`config.mk`:
```
export PLATFORM = sky130hd
export DESIGN_NAME = wmf_queue
export DESIGN_NICKNAME = d
export VERILOG_FILES = /design/src/rtl/window_median_filter_macros.svh /design/src/rtl/wmf_pkg.sv /design/src/rtl/wmf_queue.sv
export SDC_FILE = /design/constraint.sdc
export NUM_CORES = 1
export LEC_CHECK = 0
export ABC_CLOCK_PERIOD_IN_PS = 2600
export BUFFER_PORTS_ARGS = -buffer_cell sky130_fd_sc_hd__buf_2
export CAP_MARGIN = 30
export CORE_ASPECT_RATIO = 0.8
export CORE_UTILIZATION = 43
export DETAILED_ROUTE_END_ITERATION = 7
export HOLD_SLACK_MARGIN = 0.12
export PLACE_DENSITY = 0.68
export SLEW_MARGIN = 25
export SYNTH_ARGS = -nofsm -noshare
export SYNTH_HDL_FRONTEND = slang
export SYNTH_SLANG_ARGS = --single-unit
```
`constraint.sdc`:
```
create_clock -name clk_i -period 2.6 [get_ports clk_i]
set_clock_uncertainty 0.15 [all_clocks]
set_input_delay 0.26 -clock clk_i [delete_from_list [all_inputs] [get_ports clk_i]]
set_output_delay 0.26 -clock clk_i [all_outputs]
set_load 0.005 [all_outputs]
```
`src/rtl/window_median_filter_macros.svh`:
```
// Assertion helpers for the window median filter.
// Each macro expects clk_i and rst_ni in scope.
`ifndef WINDOW_MEDIAN_FILTER_MACROS_SVH
`define WINDOW_MEDIAN_FILTER_MACROS_SVH

// The condition must never hold at a clock edge.
`define WMF_ASSERT_NEVER(lbl, cond) \
  lbl: assert property (@(posedge clk_i) disable iff (!rst_ni) !(cond)) \
    else $error("window_median_filter: assertion failed");

// Whenever ante holds, cons holds in the same cycle.
`define WMF_ASSERT_IMP(lbl, ante, cons) \
  lbl: assert property (@(posedge clk_i) disable iff (!rst_ni) (ante) |-> (cons)) \
    else $error("window_median_filter: assertion failed");

`endif

```
`src/rtl/wmf_pkg.sv`:
```
package wmf_pkg;

  localparam int unsigned MAX_WIDTH  = 1024;
  localparam int unsigned MAX_RADIUS = 3;
  localparam int unsigned MAX_HEIGHT = 4096;

  localparam int unsigned NSLOT  = 2 * MAX_RADIUS + 1;
  localparam int unsigned WIN_N  = NSLOT * NSLOT;
  localparam int unsigned COL_W  = $clog2(MAX_WIDTH);
  localparam int unsigned EW_W   = COL_W + 1;
  localparam int unsigned ROW_W  = $clog2(MAX_HEIGHT) + 1;
  localparam int unsigned SLOT_W = $clog2(NSLOT);
  localparam int unsigned KW     = $clog2(NSLOT + 1);
  localparam int unsigned RAD_W  = 2;
  localparam int unsigned WREG_W = 11;
  localparam int unsigned HREG_W = 13;
  localparam int unsigned PIX_W  = 24;
  localparam int unsigned CNT_W  = 3;
  localparam int unsigned QDEPTH = 4;
  localparam int unsigned QPTR_W = $clog2(QDEPTH);

  typedef enum logic [0:0] {
    OP_PIXEL = 1'b0,
    OP_DRAIN = 1'b1
  } op_e;

  typedef enum logic [1:0] {
    REG_RADIUS = 2'd0,
    REG_WIDTH  = 2'd1,
    REG_HEIGHT = 2'd2,
    REG_COLOR  = 2'd3
  } reg_e;

  typedef struct packed {
    op_e        operation;
    logic [7:0] chan_a;
    logic [7:0] chan_b;
    logic [7:0] chan_c;
  } in_item_t;

  typedef struct packed {
    logic [7:0] med_a;
    logic [7:0] med_b;
    logic [7:0] med_c;
    logic       last_in_run;
    logic       frame_done;
  } out_item_t;

  // Effective (range-limited) configuration.
  typedef struct packed {
    logic [RAD_W-1:0] radius;
    logic [EW_W-1:0]  width;
    logic [ROW_W-1:0] height;
    logic             color;
  } cfg_t;

  typedef struct packed {
    logic [ROW_W-1:0]  row;
    logic [COL_W-1:0]  col;
    logic [SLOT_W-1:0] slot;
  } pos_t;

  // One command from the front to the back: an optional line store write
  // followed by an optional window median.
  typedef struct packed {
    logic              has_wr;
    logic [SLOT_W-1:0] wr_slot;
    logic [COL_W-1:0]  wr_col;
    logic [PIX_W-1:0]  pix;
    logic              has_em;
    pos_t              em_pos;
    logic              last;
    logic              done;
  } cmd_t;

endpackage

```
`src/rtl/wmf_queue.sv`:
```
module wmf_queue (
  input  logic          clk_i,
  input  logic          rst_ni,
  input  logic          push_i,
  input  wmf_pkg::cmd_t cmd_i,
  input  logic          pop_i,
  output wmf_pkg::cmd_t cmd_o,
  output logic          full_o,
  output logic          empty_o
);

  wmf_pkg::cmd_t                  mem_q [wmf_pkg::QDEPTH];
  logic [wmf_pkg::QPTR_W-1:0]     wr_q, rd_q;
  logic [wmf_pkg::QPTR_W:0]       cnt_q;

  assign full_o  = (cnt_q == (wmf_pkg::QPTR_W+1)'(wmf_pkg::QDEPTH));
  assign empty_o = (cnt_q == '0);
  assign cmd_o   = mem_q[rd_q];

  always_ff @(posedge clk_i or negedge rst_ni) begin
    if (!rst_ni) begin
      wr_q  <= '0;
      rd_q  <= '0;
      cnt_q <= '0;
    end else begin
      if (push_i) wr_q <= wr_q + wmf_pkg::QPTR_W'(1);
      if (pop_i)  rd_q <= rd_q + wmf_pkg::QPTR_W'(1);
      if (push_i && !pop_i) begin
        cnt_q <= cnt_q + (wmf_pkg::QPTR_W+1)'(1);
      end else if (pop_i && !push_i) begin
        cnt_q <= cnt_q - (wmf_pkg::QPTR_W+1)'(1);
      end
    end
  end

  always_ff @(posedge clk_i) begin
    if (push_i) mem_q[wr_q] <= cmd_i;
  end

endmodule

```
Yosys cells after proc, flatten, opt, wreduce, memory -nomap -nowiden
Memory sizes are Yosys's and may differ from the RTL's.
Cells that the tools add are included.
Word-level totals
  flip-flop bits (word level): 7
  RAM bits: 268
  word-level logic and storage cells: 19
  memories kept: 1
Cells by class
  add/subtract/negate cells: 4
  equality and inequality tests: 1
  muxes and demuxes: 4
  reductions and logical operators: 6
Memories
  mem_q: depth 4, bits a word 67, rd ports 1, clocked after memory_dff 0, wr ports 1, RTL line wmf_queue.sv:12  | wmf_pkg::cmd_t mem_q [wmf_pkg::QDEPTH];
Operator list (number)
  $mux W3: 2
  $add A2 B1 Y2 const B: 2
  $add A3 B1 Y3 const B: 1
  $eq A3 B3 Y1 const B: 1
  $logic_not A3 Y1: 1
  $sub A3 B1 Y3 const B: 1
  $logic_and A1 B1 Y1: 2
  $logic_not A1 Y1: 2
  $mux W1: 2
  $reduce_bool A2 Y1: 1

Longest topological paths before layout
  depth after elaboration: 4
  gate-level depth with buffers: 7
  mapped depth without buffers: 7

Least setup slack after synthesis
Ideal clock, no wire load.
  kind: register -> register
  start point: register wr_q[0] (netlist bit)
  end point: memory mem_q[2][0] (netlist bit) (enable)
  setup time: 0.432 ns
  data arrival time: 2.188 ns
  required time: 2.018 ns
  path slack: -0.170 ns
  cell stages (with the launch flop): 4
  buffers on the path: 0
  clock period less this slack: 2.770 ns
  cells stage by stage: dfrtp_1 > inv_1 > ha_1 > and2_1
RTL lines
  start, declared: RTL line wmf_queue.sv:13  | logic [wmf_pkg::QPTR_W-1:0] wr_q, rd_q;
  start signal, assigned: RTL line wmf_queue.sv:26  | if (push_i) wr_q <= wr_q + wmf_pkg::QPTR_W'(1);
  end, declared: RTL line wmf_queue.sv:12
Straight into the memory's write port.

==> flow_metrics.env <==
export IMPL_antenna_found_initial=1
export IMPL_drcViolationCount=0
export IMPL_synth_cell_types=20
export IMPL_clockBufferDepth=3
export IMPL_power_density_nw_per_um2=1050
export IMPL_peakVddDrop_mv=0.577
export IMPL_core_sq_um=22700
export IMPL_clock_root_buffer="clkbuf_16"
export IMPL_hp_class="in2reg"
export IMPL_die_w_um=173
export IMPL_detail_route_antenna_nets=0
export IMPL_whs_path_depth=2
export IMPL_ys_ff_latch=275
export IMPL_overflow=0
export IMPL_ys_warn_count=0
export IMPL_synth_fp_nets=462
export IMPL_crit_type="reg2out"
export IMPL_die_h_um=139
export IMPL_clk_pin_slew_ns=0.06
export IMPL_final_setup_tns_ns=0
export IMPL_min_period_ns=2.45
export IMPL_htree_levels=1
export IMPL_first_pass_iters=4
export IMPL_synth_cells=385
export IMPL_initial_utilization_pct=44.3
export IMPL_cts_tree="yes"
export IMPL_status="finished clean"
export IMPL_routabilityCongestion=0.695
export IMPL_via_per_inst=5.03
export IMPL_yosys_area_top_type="edfxtp_1"
export IMPL_fp_row_count=49
export IMPL_cp_end_kind="output pin"
export IMPL_cts_sinks=275
export IMPL_finalCritPeriodShare_pct=94.2
export IMPL_final_area_sq_um=12800
export IMPL_post_dp_cell_area_sq_um=11300
export IMPL_cpPeakStageDelay_ns=0.57
export IMPL_netlist_area_sq_um=10100
export IMPL_hp_start="cmd_i[59]"
export IMPL_multi_input_area_sq_um=1720
export IMPL_ys_top_cells_by_area="edfxtp_1, mux4_2, dfrtp_1, ha_1, buf_12"
export IMPL_syn_to_final_growth_pct=27.1
export IMPL_final_cell_mix="edfxtp_1, buf_2, dlygate4sd3_1"
export IMPL_final_common_cell="edfxtp_1"
export IMPL_synth_avg_cell_area_sq_um=26.2
export IMPL_tightest_slew_ns=0.577
export IMPL_dp_hpwl_um=11300
export IMPL_grt_pass1_wl_um=29600
export IMPL_rsz0062_at_grt="no"
export IMPL_vias=4800
export IMPL_path_cells="buf_4, mux4_2, buf_2"
export IMPL_yosysTopAreaCellShare_pct=79.9
export IMPL_synth_seq_area_share_pct=81.7
export IMPL_cp_slowest_cell="dfrtp_4"
export IMPL_grt_pass1_vias=5309
export IMPL_drt_iter0_drc=311
export IMPL_required_ns=2.19
export IMPL_clk_insertion_delay_late_ns=0.52
export IMPL_critPathArrivalTime_ns=2.04
export IMPL_cts_made_buffers=27
export IMPL_reg2reg_from="wr_q[0]"
export IMPL_wire_per_inst_um=19.6
export IMPL_rr_worst_depth=3
export IMPL_p_leak_nw=4.45
export IMPL_final_layout_size_suffix_gt1_share_pct=41.7
export IMPL_io_buffer_count=139
export IMPL_die_area_sq_um=24000
export IMPL_slew_headroom_pct=61.5
export IMPL_fillers=1658
export IMPL_finalWirelength_um=18700
export IMPL_final_nets=705
export IMPL_final_seq_area_sq_um=8230
export IMPL_setup_viol=0
export IMPL_cp_startpoint="rd_q[0]"
export IMPL_grt_start_max_net_pins=39
export IMPL_hold_viol_final=0
export IMPL_ioPinCount=140
export IMPL_critPathMaxFanout=11
export IMPL_start_kind="register"
export IMPL_max_freq_ghz=0.408
export IMPL_drv_slew=0
export IMPL_cap_violations=0
export IMPL_track_usage_pct=16.0
## critical path, delay by kind of cell (launching register included)
kind,cells,cell delay (ns)
flip-flops,1,0.57
multiplexers,1,0.53
buffers and inverters,2,0.41
## final timing paths
| check | endpoint | slack (ns) |
|---|---|---|
| max | cmd_o[2] | 0.15 |
| min | mem_q[1][59] | 0.33 |
| max reg2reg | mem_q[3][51] | 0.74 |
| min reg2reg | cnt_q[2] | 0.36 |
| max in group asynchronous | rd_q[1] | 1.46 |
| min in group asynchronous | cnt_q[1] | 0.56 |
## through the flow
step                hold WS (ns)  worst slack [ns]  total power [mW]  util [%]  cells
floorplan                 -0.186             0.559              8.35         -    385
global placement         -0.0545             0.519              9.79      49.5    831
detailed placement       -0.0433             0.500              9.91      49.5    831
CTS                        0.300             0.103              13.6      56.3    954
global route               0.311            0.0478              14.1      56.3    955
finish                     0.328             0.151              13.4      56.3    955
## repair_timing
| action | 4_1_cts | 5_1_grt |
|---|---|---|
| endpoints found under the setup margin | 25 | 0 |
| buffers inserted | 3 | 0 |
| hold endpoints to repair | 280 | 0 |
| hold buffers | 71 | 0 |
| gates resized for setup | 0 | 0 |
## routing by layer
metal	track usage (%)	up-vias	wire, um
li1	-	2139	-
met1	21.2	2490	8050
met2	26.8	139	9220
met3	3.95	32	1060
met4	3.96	0	386
met5	0	-	0
## cells in the mapped netlist
cell	n
fa_1	1
nor2_1	1
buf_4	4
buf_2	6
o21ai_0	1
mux4_2	67
edfxtp_1	268
mux2_2	1
buf_6	1
buf_12	2
xor2_1	4
and2_1	4
nor3b_1	1
dfrtp_1	7
clkbuf_1	3
nand2_1	2
inv_1	4
xnor2_1	2
nor3_1	1
ha_1	5
## kinds of logic after synthesis
family	count (synthesis)	synth area share (%)
buffers and inverters	20	1.37
flip-flops	275	81.7
AO/OA/AOI/OAI	1	0.0497
adder cells (fa/ha/maj)	6	0.820
XOR/XNOR	6	0.522
AND/OR/NAND/NOR	9	0.485
multiplexers	68	15.1
## where the power goes
part | switching [mW] | internal, mW
clock network | 1.55 | 2.01
registers | 0.311 | 5.80
logic | 1.75 | 1.96
total | 3.61 | 9.77
## layout make-up
type	instances	share of cell area, %
diodes	1	0.0196
clock buffers	34	5.48
clock inverters	15	0.811
inverters	4	0.117
multi-input cells	90	13.4
flip-flops and latches	275	64.3
well taps	306	2.99
repair buffers	230	12.8
## flip-flops by register name, summed over array words and instances (netlist names)
| name | flops |
|---|---|
| wr_q | 2 |
| mem_q | 268 |
| rd_q | 2 |
| cnt_q | 3 |
No activity file was read; power rests on OpenSTA's default activity.
