==> src/rtl/window_median_filter_macros.svh <==
// Assertion helpers for the window median filter.
// Each macro expects clk_i and rst_ni in scope.
`ifndef WINDOW_MEDIAN_FILTER_MACROS_SVH
`define WINDOW_MEDIAN_FILTER_MACROS_SVH

// The condition must never hold at a clock edge.
`define WMF_ASSERT_NEVER(lbl, cond) \
  lbl: assert property (@(posedge clk_i) disable iff (!rst_ni) !(cond)) \
    else $error("window_median_filter: assertion failed");

// Whenever ante holds, cons holds in the same cycle.
`define WMF_ASSERT_IMP(lbl, ante, cons) \
  lbl: assert property (@(posedge clk_i) disable iff (!rst_ni) (ante) |-> (cons)) \
    else $error("window_median_filter: assertion failed");

`endif

==> src/rtl/wmf_pkg.sv <==
package wmf_pkg;

  localparam int unsigned MAX_WIDTH  = 1024;
  localparam int unsigned MAX_RADIUS = 3;
  localparam int unsigned MAX_HEIGHT = 4096;

  localparam int unsigned NSLOT  = 2 * MAX_RADIUS + 1;
  localparam int unsigned WIN_N  = NSLOT * NSLOT;
  localparam int unsigned COL_W  = $clog2(MAX_WIDTH);
  localparam int unsigned EW_W   = COL_W + 1;
  localparam int unsigned ROW_W  = $clog2(MAX_HEIGHT) + 1;
  localparam int unsigned SLOT_W = $clog2(NSLOT);
  localparam int unsigned KW     = $clog2(NSLOT + 1);
  localparam int unsigned RAD_W  = 2;
  localparam int unsigned WREG_W = 11;
  localparam int unsigned HREG_W = 13;
  localparam int unsigned PIX_W  = 24;
  localparam int unsigned CNT_W  = 3;
  localparam int unsigned QDEPTH = 4;
  localparam int unsigned QPTR_W = $clog2(QDEPTH);

  typedef enum logic [0:0] {
    OP_PIXEL = 1'b0,
    OP_DRAIN = 1'b1
  } op_e;

  typedef enum logic [1:0] {
    REG_RADIUS = 2'd0,
    REG_WIDTH  = 2'd1,
    REG_HEIGHT = 2'd2,
    REG_COLOR  = 2'd3
  } reg_e;

  typedef struct packed {
    op_e        operation;
    logic [7:0] chan_a;
    logic [7:0] chan_b;
    logic [7:0] chan_c;
  } in_item_t;

  typedef struct packed {
    logic [7:0] med_a;
    logic [7:0] med_b;
    logic [7:0] med_c;
    logic       last_in_run;
    logic       frame_done;
  } out_item_t;

  // Effective (range-limited) configuration.
  typedef struct packed {
    logic [RAD_W-1:0] radius;
    logic [EW_W-1:0]  width;
    logic [ROW_W-1:0] height;
    logic             color;
  } cfg_t;

  typedef struct packed {
    logic [ROW_W-1:0]  row;
    logic [COL_W-1:0]  col;
    logic [SLOT_W-1:0] slot;
  } pos_t;

  // One command from the front to the back: an optional line store write
  // followed by an optional window median.
  typedef struct packed {
    logic              has_wr;
    logic [SLOT_W-1:0] wr_slot;
    logic [COL_W-1:0]  wr_col;
    logic [PIX_W-1:0]  pix;
    logic              has_em;
    pos_t              em_pos;
    logic              last;
    logic              done;
  } cmd_t;

endpackage

==> src/rtl/wmf_front.sv <==
module wmf_front (
  input  logic              clk_i,
  input  logic              rst_ni,
  input  wmf_pkg::cfg_t     cfg_i,
  input  logic              in_valid_i,
  output logic              in_ready_o,
  input  wmf_pkg::in_item_t in_data_i,
  output logic              push_o,
  output wmf_pkg::cmd_t     cmd_o,
  input  logic              full_i,
  output logic              busy_o
);

  typedef enum logic [1:0] {
    F_IDLE = 2'b01,
    F_EMIT = 2'b10
  } fstate_e;

  fstate_e                      state_q, state_d;
  logic [wmf_pkg::COL_W-1:0]    in_col_q, in_col_d;
  logic [wmf_pkg::ROW_W-1:0]    in_row_q, in_row_d;
  logic [wmf_pkg::SLOT_W-1:0]   in_slot_q, in_slot_d;
  wmf_pkg::pos_t                out_q, out_d;
  logic [wmf_pkg::ROW_W-1:0]    ir_q, ir_d;
  logic [wmf_pkg::COL_W-1:0]    ic_q, ic_d;
  logic [wmf_pkg::CNT_W-1:0]    cnt_q, cnt_d;

  logic [wmf_pkg::ROW_W-1:0]    ir;
  logic [wmf_pkg::COL_W-1:0]    ic;
  logic [wmf_pkg::SLOT_W-1:0]   islot;
  logic [wmf_pkg::EW_W-1:0]     nc;
  wmf_pkg::pos_t                op, op_n, adv_q;
  logic                         ok0, okn0, okq, drain_ok;

  function automatic logic [wmf_pkg::SLOT_W-1:0] slot_inc(
    input logic [wmf_pkg::SLOT_W-1:0] s
  );
    if (s == wmf_pkg::SLOT_W'(wmf_pkg::NSLOT - 1)) return '0;
    return s + wmf_pkg::SLOT_W'(1);
  endfunction

  function automatic wmf_pkg::pos_t adv(input wmf_pkg::pos_t p, input wmf_pkg::cfg_t c);
    wmf_pkg::pos_t          n;
    logic [wmf_pkg::EW_W-1:0] ncol;
    n    = p;
    ncol = wmf_pkg::EW_W'(p.col) + wmf_pkg::EW_W'(1);
    if (ncol >= c.width) begin
      n.col  = '0;
      n.row  = p.row + wmf_pkg::ROW_W'(1);
      n.slot = slot_inc(p.slot);
    end else begin
      n.col = ncol[wmf_pkg::COL_W-1:0];
    end
    return n;
  endfunction

  // True when the output at p may be released by the pixel at (r_in, c_in).
  function automatic logic emit_ok(
    input wmf_pkg::pos_t              p,
    input logic [wmf_pkg::CNT_W-1:0]  cnt,
    input logic [wmf_pkg::ROW_W-1:0]  r_in,
    input logic [wmf_pkg::COL_W-1:0]  c_in,
    input wmf_pkg::cfg_t              c
  );
    logic [wmf_pkg::ROW_W-1:0] rr;
    logic [wmf_pkg::EW_W:0]    need;
    logic [wmf_pkg::EW_W:0]    lim;
    rr   = wmf_pkg::ROW_W'(c.radius);
    need = (wmf_pkg::EW_W+1)'(p.col) + (wmf_pkg::EW_W+1)'(c.radius);
    lim  = (wmf_pkg::EW_W+1)'(c.width) - (wmf_pkg::EW_W+1)'(1);
    if (need > lim) need = lim;
    return (r_in >= rr) && (p.row == r_in - rr) &&
           (need <= (wmf_pkg::EW_W+1)'(c_in)) && (cnt <= wmf_pkg::CNT_W'(c.radius));
  endfunction

  assign busy_o     = (state_q == F_EMIT);
  assign in_ready_o = (state_q == F_IDLE) && !full_i;

  always_comb begin
    state_d   = state_q;
    in_col_d  = in_col_q;
    in_row_d  = in_row_q;
    in_slot_d = in_slot_q;
    out_d     = out_q;
    ir_d      = ir_q;
    ic_d      = ic_q;
    cnt_d     = cnt_q;
    push_o    = 1'b0;
    cmd_o     = '0;

    // Position of this pixel: wrap a finished row, restart a finished frame.
    ir    = in_row_q;
    ic    = in_col_q;
    islot = in_slot_q;
    op    = out_q;
    if (wmf_pkg::EW_W'(in_col_q) >= cfg_i.width) begin
      ic    = '0;
      ir    = in_row_q + wmf_pkg::ROW_W'(1);
      islot = slot_inc(in_slot_q);
    end
    if (ir >= cfg_i.height) begin
      ir    = '0;
      ic    = '0;
      islot = '0;
      op    = '0;
    end
    op_n     = adv(op, cfg_i);
    ok0      = emit_ok(op, '0, ir, ic, cfg_i);
    okn0     = emit_ok(op_n, wmf_pkg::CNT_W'(1), ir, ic, cfg_i);
    nc       = wmf_pkg::EW_W'(ic) + wmf_pkg::EW_W'(1);
    adv_q    = adv(out_q, cfg_i);
    okq      = emit_ok(adv_q, cnt_q + wmf_pkg::CNT_W'(1), ir_q, ic_q, cfg_i);
    drain_ok = (in_row_q >= cfg_i.height) && (out_q.row < cfg_i.height);

    case (state_q)
      F_IDLE: begin
        if (in_valid_i && in_ready_o) begin
          if (in_data_i.operation == wmf_pkg::OP_PIXEL) begin
            push_o        = 1'b1;
            cmd_o.has_wr  = 1'b1;
            cmd_o.wr_slot = islot;
            cmd_o.wr_col  = ic;
            cmd_o.pix     = {in_data_i.chan_c, in_data_i.chan_b, in_data_i.chan_a};
            cmd_o.has_em  = ok0;
            cmd_o.em_pos  = op;
            cmd_o.last    = !okn0;
            cmd_o.done    = (op_n.row >= cfg_i.height);
            if (nc >= cfg_i.width) begin
              in_col_d  = '0;
              in_row_d  = ir + wmf_pkg::ROW_W'(1);
              in_slot_d = slot_inc(islot);
            end else begin
              in_col_d  = nc[wmf_pkg::COL_W-1:0];
              in_row_d  = ir;
              in_slot_d = islot;
            end
            out_d = ok0 ? op_n : op;
            ir_d  = ir;
            ic_d  = ic;
            cnt_d = wmf_pkg::CNT_W'(1);
            if (ok0 && okn0) state_d = F_EMIT;
          end else if (drain_ok) begin
            push_o       = 1'b1;
            cmd_o.has_em = 1'b1;
            cmd_o.em_pos = out_q;
            cmd_o.last   = 1'b1;
            cmd_o.done   = (adv_q.row >= cfg_i.height);
            out_d        = adv_q;
          end
        end
      end
      F_EMIT: begin
        if (!full_i) begin
          push_o       = 1'b1;
          cmd_o.has_em = 1'b1;
          cmd_o.em_pos = out_q;
          cmd_o.last   = !okq;
          cmd_o.done   = (adv_q.row >= cfg_i.height);
          out_d        = adv_q;
          cnt_d        = cnt_q + wmf_pkg::CNT_W'(1);
          if (!okq) state_d = F_IDLE;
        end
      end
      default: begin
        state_d = F_IDLE;
      end
    endcase
  end

  always_ff @(posedge clk_i or negedge rst_ni) begin
    if (!rst_ni) begin
      state_q   <= F_IDLE;
      in_col_q  <= '0;
      in_row_q  <= '0;
      in_slot_q <= '0;
      out_q     <= '0;
      cnt_q     <= '0;
    end else begin
      state_q   <= state_d;
      in_col_q  <= in_col_d;
      in_row_q  <= in_row_d;
      in_slot_q <= in_slot_d;
      out_q     <= out_d;
      cnt_q     <= cnt_d;
    end
  end

  always_ff @(posedge clk_i) begin
    ir_q <= ir_d;
    ic_q <= ic_d;
  end

endmodule

==> config.mk <==
export PLATFORM = sky130hd
export DESIGN_NAME = wmf_front
export DESIGN_NICKNAME = d
export VERILOG_FILES = /design/src/rtl/window_median_filter_macros.svh /design/src/rtl/wmf_pkg.sv /design/src/rtl/wmf_front.sv
export SDC_FILE = /design/constraint.sdc
export NUM_CORES = 1
export LEC_CHECK = 0
export BUFFER_PORTS_ARGS = -buffer_cell sky130_fd_sc_hd__buf_4
export CAP_MARGIN = 15
export CORE_UTILIZATION = 50
export DETAILED_ROUTE_END_ITERATION = 12
export PLACE_DENSITY = 0.72
export SYNTH_ARGS = -nofsm -noshare
export SYNTH_HDL_FRONTEND = slang
export SYNTH_SLANG_ARGS = --single-unit
==> constraint.sdc <==
create_clock -name clk_i -period 12.7 [get_ports clk_i]
set_clock_uncertainty 0.15 [all_clocks]
set_input_delay 1.27 -clock clk_i [delete_from_list [all_inputs] [get_ports clk_i]]
set_output_delay 1.27 -clock clk_i [all_outputs]
set_load 0.02 [all_outputs]
* After elaboration in Yosys (flattened, before gate mapping)
Cells that the tools add are included.
** Storage, ports and cells
- Word-level logic and storage cells :: 149
- Output and inout bits :: 70
- Register bits after elaboration :: 80
** Operators by class
- Muxes and demuxes :: 66
- Reduce and logical (&&, ||, !) cells :: 20
- Add/sub/neg operators :: 18
- Order comparisons :: 19
- Bitwise operators :: 1
- Equality and inequality tests :: 15
** Operators by type and width (number)
- 26-bit two-way mux :: 6
- 29-bit two-way mux :: 3
- 38-bit two-way mux :: 2
- 67-bit two-way mux :: 1
- 13-bit two-way mux :: 5
- 29-bit case mux with 2 select lines :: 1
- 13-bit by 1-bit adder with 13-bit output (second input constant) :: 4
- 13-bit greater-or-equal comparator :: 4
- 26-bit case mux with 2 select lines :: 1
- 10-bit two-way mux :: 5
- 3-bit two-way mux :: 16
- 13-bit equality test :: 3
- 11-bit by 12-bit > comparator with 1-bit output :: 3
- 12-bit by 10-bit <= comparator with 1-bit output :: 3
- 12-bit two-way mux :: 3
- 10-bit by 1-bit adder with 11-bit output (second input constant) :: 3
- 10-bit by 2-bit adder with 11-bit output :: 3
- 11-bit greater-or-equal comparator :: 3
- 13-bit by 2-bit greater-or-equal comparator with 1-bit output :: 2
- 13-bit by 2-bit subtractor with 13-bit output :: 2
- 3-bit by 1-bit adder with 3-bit output (second input constant) :: 5
- 1-bit two-way mux :: 15
- 13-bit < comparator :: 1
- 3-bit equality test (second input constant) :: 4
- other kinds (20) :: 41

* Logic depth before layout (Yosys ltp)
Gate-level depths: netlist of run 1.
- Depth in word-level cells :: 18
- Gate-level depth with buffers :: 62
- Gate-level depth less buffers :: 53

* Worst setup path before layout of run 1
OpenSTA, ideal clock, no wires.
- Kind :: input to output
- Start :: input cfg_i[22] in the netlist's numbering
- End :: output cmd_o[1] in the netlist's numbering
- Slack :: -788 ps
- Required time :: 11280 ps
- Buffers on the path :: 8
- Stages on the path :: 58
- Arrival :: 12068 ps
- Cells stage by stage :: inv_1 ha_1 a211oi_2 nor3_2 a31oi_4 buf_6 a21oi_1 xnor2_2 inv_1 ha_1 and4_1 nor4b_1 nand3_1 and3_1 clkbuf_1 clkbuf_1 clkbuf_1 buf_1 [22 not listed] a21o_1 clkbuf_1 clkbuf_1 o21ai_0 ha_1 nor2b_1 o21ai_0 nand2b_1 a21oi_1 o21ai_0 a31oi_1 o21ai_0 a32oi_1 nand4_1 nor4_1 nand4_1 o21bai_1 a21oi_1
** RTL lines
- start, declared :: line wmf_front.sv:4 : input wmf_pkg::cfg_t cfg_i,
- end, declared :: line wmf_front.sv:9 : output wmf_pkg::cmd_t cmd_o,

==> out/metrics.cfg, run 1 <==
[pwr]
netSwitchingFraction_pct = 44.89
p_sw_mw = 0.6859
powerDensity_nw_per_um2 = 98.55
p_int_mw = 0.8419
ir_drop_v = 0.00007142
leakage_nw = 7.273
comb_power_share_pct = 59.3
p_seq_share_pct = 21.8
power_frac_clock_pct = 18.8
power_mw = 1.528

[finish]
multi_input_area_um2 = 10460
diodes = 0
nets = 2118
area_delta_synth_final_pct = 19.45
drive_gt1_share_pct = 19.42
fill_cells = 2280
seq_area_um2 = 2118
final_util_pct = 61.21

[global_route]
grt_usage_pct = 33.10
gr-total-overflow = 0
grt_pass1_vias = 12600
grt_max_degree = 59
grt_pass1_wl_um = 68800
grt_antenna_before_repair = 0

[critical_path]
worst-path-buf-inv = 5
critPathLaunchType = primary input
crit_family = compound AO/OA/AOI/OAI gates
r2r_slack_ns = 1.98
cpPeakStageDelay_ns = 0.44
slowest_stage = or3_4
critPathKind = in2out
arrival_ns = 11.14
cp.required_ns = 11.28
worst_setup_path_end_kind = output pin
critPathMostFrequentCell = ha_1
cp_max_fo = 8

[clocking]
h-tree-depth = 3
clock_sinks = 80
clock_path_buffers = 2
clk_pin_slew_ns = 0.07
cts_hold_buf = 0
cts_buffers = 9
cts_tree = done
clock_tree.root_cell = clkbuf_16
insertion_delay_ns = 0.36

[route]
routed_wl_um = 44740
drt-initial-drc-count = 1279
avgViaCountPerCell = 6.237
detail_route.first_pass.iterations = 5
vias = 13720
drc = 0
routedWlPerCell_um = 20.34
ant_nets = 0

[place]
portBuffers = 124
dp_hpwl_um = 34230
gp_congestion = 0.9979

[sta]
max_freq_mhz = 79.59
finalHoldViolCount = 0
tightestPinTransition_ns = 1.198
setup_viol = 0
slew_headroom_pct = 19.38
final_max_slew_viol_count = 0
fin_tns_setup_ns = 0
min_period_ns = 12.56
fin_crit_sh_pct = 98.93

[yosys]
netlist.area_leader.share_pct = 18.61
synth_top_cell_by_area = ha_1
ys_seq_area_share_pct = 16.32
synth_common_cells = ha_1, nand2_1, nor2_1
ys.flop_type = dfrtp_1
synth.avg_cell_area_um2 = 7.639
synth-edff-count = 23
synth_cell_types = 92
synth.most_common_cell = ha_1
ys_warn_count = 0
syn_nets = 1953
synth_seq_cells = 80
postSynthCellCount = 1699
synthArstFlopShare_pct = 71.25
synthesis.area_um2 = 12980
yosys-top-cells-area = ha_1, dfrtp_1, xnor2_1, edfxtp_1, nand2_1

[floorplan]
floorplan.io_pins = 126
initial_utilization_pct = 51.24
row_count = 58
design.core.area_um2 = 25330
dieArea_um2 = 26600
fp.dieW_um = 163.1
dieHeight_um = 163.1

[job]
cap_violations = 0

[hold_path]
hold_path_class = reg2reg

[outcome]
outcome = finished clean

## per-stage QoR
stage | hold WS, ns | std cells | area, um2 | setup slack, ns
after floorplan | 0.3252 | 1699 | 13020 | 0.02157
after global placement | 0.3413 | 2161 | 14720 | 0.04150
after detailed placement | 0.3601 | 2161 | 14720 | -0.2165
after CTS | 0.3741 | 2179 | 15050 | 0.04954
after global routing | 0.4094 | 2199 | 15500 | -0.1958
final | 0.3709 | 2199 | 15500 | 0.1362
## path summary, 6_finish.rpt
| path | end | cells past startpoint | start |
|---|---|---|---|
| hold / removal | state_q[0]$_DFFE_PN1P_ | 2 | state_q[0]$_DFFE_PN1P_ |
| min in group asynchronous | out_q[7]$_DFFE_PN0P_ | 1 | rst_ni |
| setup / recovery | cmd_o[1] | 53 | cfg_i[21] |
| setup reg to reg | out_q[25]$_DFFE_PN0P_ | 47 | in_col_q[0]$_DFFE_PN0P_ |
| hold reg to reg | state_q[0]$_DFFE_PN1P_ | 2 | state_q[0]$_DFFE_PN1P_ |
| max in group asynchronous | in_col_q[6]$_DFFE_PN0P_ | 1 | rst_ni |
## power groups by stage
stage	Sequential (mW)	Combinational (mW)	Clock (mW)
finish	0.333	0.907	0.288
global route	0.337	0.994	0.295
CTS	0.330	0.815	0.286
detailed placement	0.335	0.808	0
global placement	0.335	0.777	0
floorplan	0.306	0.582	0
## layout make-up
type	instances	area share (%)
well taps	330	2.663
flip-flops and latches	80	13.66
inverters	100	2.421
clock inverters	6	0.4358
repair buffers	242	11.85
clock buffers	10	1.477
multi-input cells	1431	67.49
## what timing repair did
action | in CTS | in global routing
setup endpoints to repair | 1 | 1
pin swaps | 2 | 40
gates resized for setup | 4 | 63
cloned | 0 | 1
buffers inserted | 2 | 19
## registers in the layout, indices dropped and copies added, names as in the netlist
register,flops
cnt_q,3
ic_q,10
in_row_q,13
in_slot_q,3
out_q,26
in_col_q,10
ir_q,13
state_q,2
## cells by family (layout without fill, tap and decap cells)
group	Yosys count	count (layout)	share of synthesized area [%]
XOR/XNOR	152	152	10.85
flip-flops	80	80	16.32
AO/OA/AOI/OAI	388	388	19.86
buffers and inverters	188	358	5.688
multiplexers	28	28	2.256
AND/OR/NAND/NOR	665	665	25.65
adder cells (fa/ha/maj)	198	198	19.38
## worst register-to-register path, delay by kind of cell (launching register included)
| kind | cells | cell delay, ns |
|---|---|---|
| xor+xnor | 2 | 0.45 |
| simple gates | 17 | 3.71 |
| compound gates | 13 | 2.57 |
| mux | 1 | 0.36 |
| flops | 1 | 0.40 |
| buf+inv | 8 | 1.22 |
| fa+ha+maj | 6 | 1.71 |
## cells in the final DEF, fill, tap and decap left out, drive strengths merged, types with 32 or more instances in the layout
cell and instances:
nand2 166, nor2 149, dfrtp 56, ha 193, nor3 56, xnor2 108
inv 101, a21oi 88, xor2 42, buf 242, and2 71, o21ai 106
nand4 32, a21o 37, nand3 57
## layer usage
| metal | global-route usage, % | part of all wire, % | vias up |
|---|---|---|---|
| met3 | 4.571 | 9.1 | 99 |
| met4 | 10.49 | 2.7 | 0 |
| met1 | 46.07 | 43 | 6475 |
| met5 | 0 | 0 | - |
| li1 | - | - | 6409 |
| met2 | 52.51 | 45 | 732 |
(Power assumes the default switching activity.)
==> run 2: changes to the inputs <==
CORE_MARGIN = 2   (was unset)
PLACE_DENSITY = 0.69   (was 0.72)
SKIP_LAST_GASP = 1   (was unset)
clock period = 12.1 ns   (was 12.7 ns; I/O delays follow)
==> run 2 against run 1 <==
The run now ends with setup timing left. Sequential share of layout area is 0.33 points lower. Final cell count is 1.0% higher. Die area is 2.5% higher. Hold slack worse by 0.0092 ns. Setup slack worse by 0.35 ns. Clock power is 9.4% higher. Total power is 8.7% higher. Sequential cell count stayed put. Global-route usage is 0.48 points higher. Largest cell class unchanged. Largest power group unchanged. Highest routed layer unchanged.
==> out/metrics.cfg, run 2 (synthesis results as in run 1) <==
[clocking]
cts_buffers = 9
clock_sinks = 80
clock_tree.root_cell = clkbuf_16
cts_tree = done
clock_path_buffers = 2
clk_pin_slew_ns = 0.07
h-tree-depth = 3
insertion_delay_ns = 0.37
cts_hold_buf = 0

[global_route]
grt_antenna_before_repair = 0
gr-total-overflow = 0
grt_usage_pct = 33.57
grt_max_degree = 58
grt_pass1_vias = 12750
grt_pass1_wl_um = 70510

[place]
post-place-ws_ns = -0.5978
gp_congestion = 0.9428
placed_area_um2 = 15110
place_inst = 2190
portBuffers = 124
dp_hpwl_um = 36020

[finish]
drive_gt1_share_pct = 21.14
fill_cells = 2239
largest_reg_flops = 26
nets = 2141
layout_common_cells = buf_4, ha_1, nand2_1, nor2_1, xnor2_1
design_area_um2 = 15890
top_register = out_q
area_delta_synth_final_pct = 22.43
diodes = 0
layout_commonest_cell = buf_4
final_util_pct = 62.74
reg.largest.list = out_q: 26 flops, in_row_q: 13 flops, ir_q: 13 flops
layoutNonFillerInstCount = 2222

[critical_path]
cp.required_ns = 10.74
cp_max_fo = 8
cpPeakStageDelay_ns = 0.45
r2r_cells = 59
critPathLaunchType = primary input
slowest_stage = or4_4
worst_setup_path_end_kind = output pin
r2r_slack_ns = 1.39
critPathMostFrequentCell = a21oi_2
arrival_ns = 10.95
critPathKind = in2out

[pwr]
leakage_nw = 7.457
power_mw = 1.661
ir_drop_v = 0.00007361
powerDensity_nw_per_um2 = 104.5

[floorplan]
row_count = 58
dieHeight_um = 165.1
design.core.area_um2 = 25330
dieArea_um2 = 27260
floorplan.io_pins = 126
fp.dieW_um = 165.1
initial_utilization_pct = 51.24

[outcome]
outcome = finished with violations
violations = setup timing

[route]
drc = 0
drt-initial-drc-count = 1582
avgViaCountPerCell = 6.167
detail_route.first_pass.iterations = 6
ant_nets = 0
routed_wl_um = 46130
vias = 13700
routedWlPerCell_um = 20.76

[sta]
whs_ns = 0.3617
max_freq_mhz = 81.22
slew_headroom_pct = 34.08
setup_viol = 1
rsz0062_at_grt = true
timing.final.ws_setup_ns = -0.2122
finalHoldViolCount = 0
fin_tns_setup_ns = -0.2122
min_period_ns = 12.31
fin_crit_sh_pct = 101.8
tightestPinTransition_ns = 0.9818
final_max_slew_viol_count = 0

[hold_path]
min_delay_path_depth = 2
hold_path_class = reg2reg

[job]
cap_violations = 0

-- run 2: cell types whose count changed in the layout (fill, tap and decap cells not counted), moves of 3 or more --
cell     before  now
ha_4          7   11
buf_6         4    7
a21oi_1      79   75
a21oi_2       6    9
buf_4       236  255
ha_1        185  182
-- run 2: layer usage --
| metal | track usage [%] | share of wire (%) | vias to the layer above |
|---|---|---|---|
| met3 | 4.995 | 9.7 | 68 |
| met5 | 0 | 0 | - |
| li1 | - | - | 6472 |
| met2 | 51.65 | 44 | 687 |
| met1 | 49.17 | 45 | 6476 |
| met4 | 8.261 | 1.8 | 0 |
-- run 2: worst paths after layout --
kind / start / to
min reg2reg: state_q[0]$_DFFE_PN1P_ / state_q[0]$_DFFE_PN1P_
max reg2reg: in_col_q[0]$_DFFE_PN0P_ / state_q[1]$_DFFE_PN0P_
max in group asynchronous: rst_ni / in_slot_q[2]$_DFFE_PN0P_
min: state_q[0]$_DFFE_PN1P_ / state_q[0]$_DFFE_PN1P_
max: cfg_i[22] / cmd_o[1]
min in group asynchronous: rst_ni / out_q[17]$_DFFE_PN0P_
-- run 2: area by class of cell --
class                           count  area [um2]  area share (%)
Clock buffer                        9       225.2           1.417
Clock inverter                      7       92.59          0.5827
Inverter                          100       379.1           2.386
Multi-Input combinational cell   1431       10610           66.80
Sequential cell                    80        2118           13.33
Tap cell                          330       412.9           2.598
Timing Repair Buffer              265        2048           12.89
-- run 2: what timing repair did --
item | in CTS | in global routing
pin swaps | 13 | 60
resized for setup | 16 | 50
buffers inserted | 5 | 11
hold endpoints to repair | 0 | 0
setup endpoints to repair | 1 | 2
-- run 2: power breakdown --
group          internal, mW  leakage (nW)  switching, mW  total (mW)
clock network         0.182         0.157          0.133       0.315
registers             0.298         0.975         0.0548       0.353
logic                 0.464          6.32          0.529       0.993
-- run 2: critical path: cells and delay by family --
family | cells | cell delay (ns)
AOI/OAI and AO/OA | 23 | 3.35
xor gates and xnor gates | 3 | 0.48
adders and majority gates | 7 | 1.60
buffers and inverters | 8 | 1.02
and+or+nand+nor | 16 | 3.28
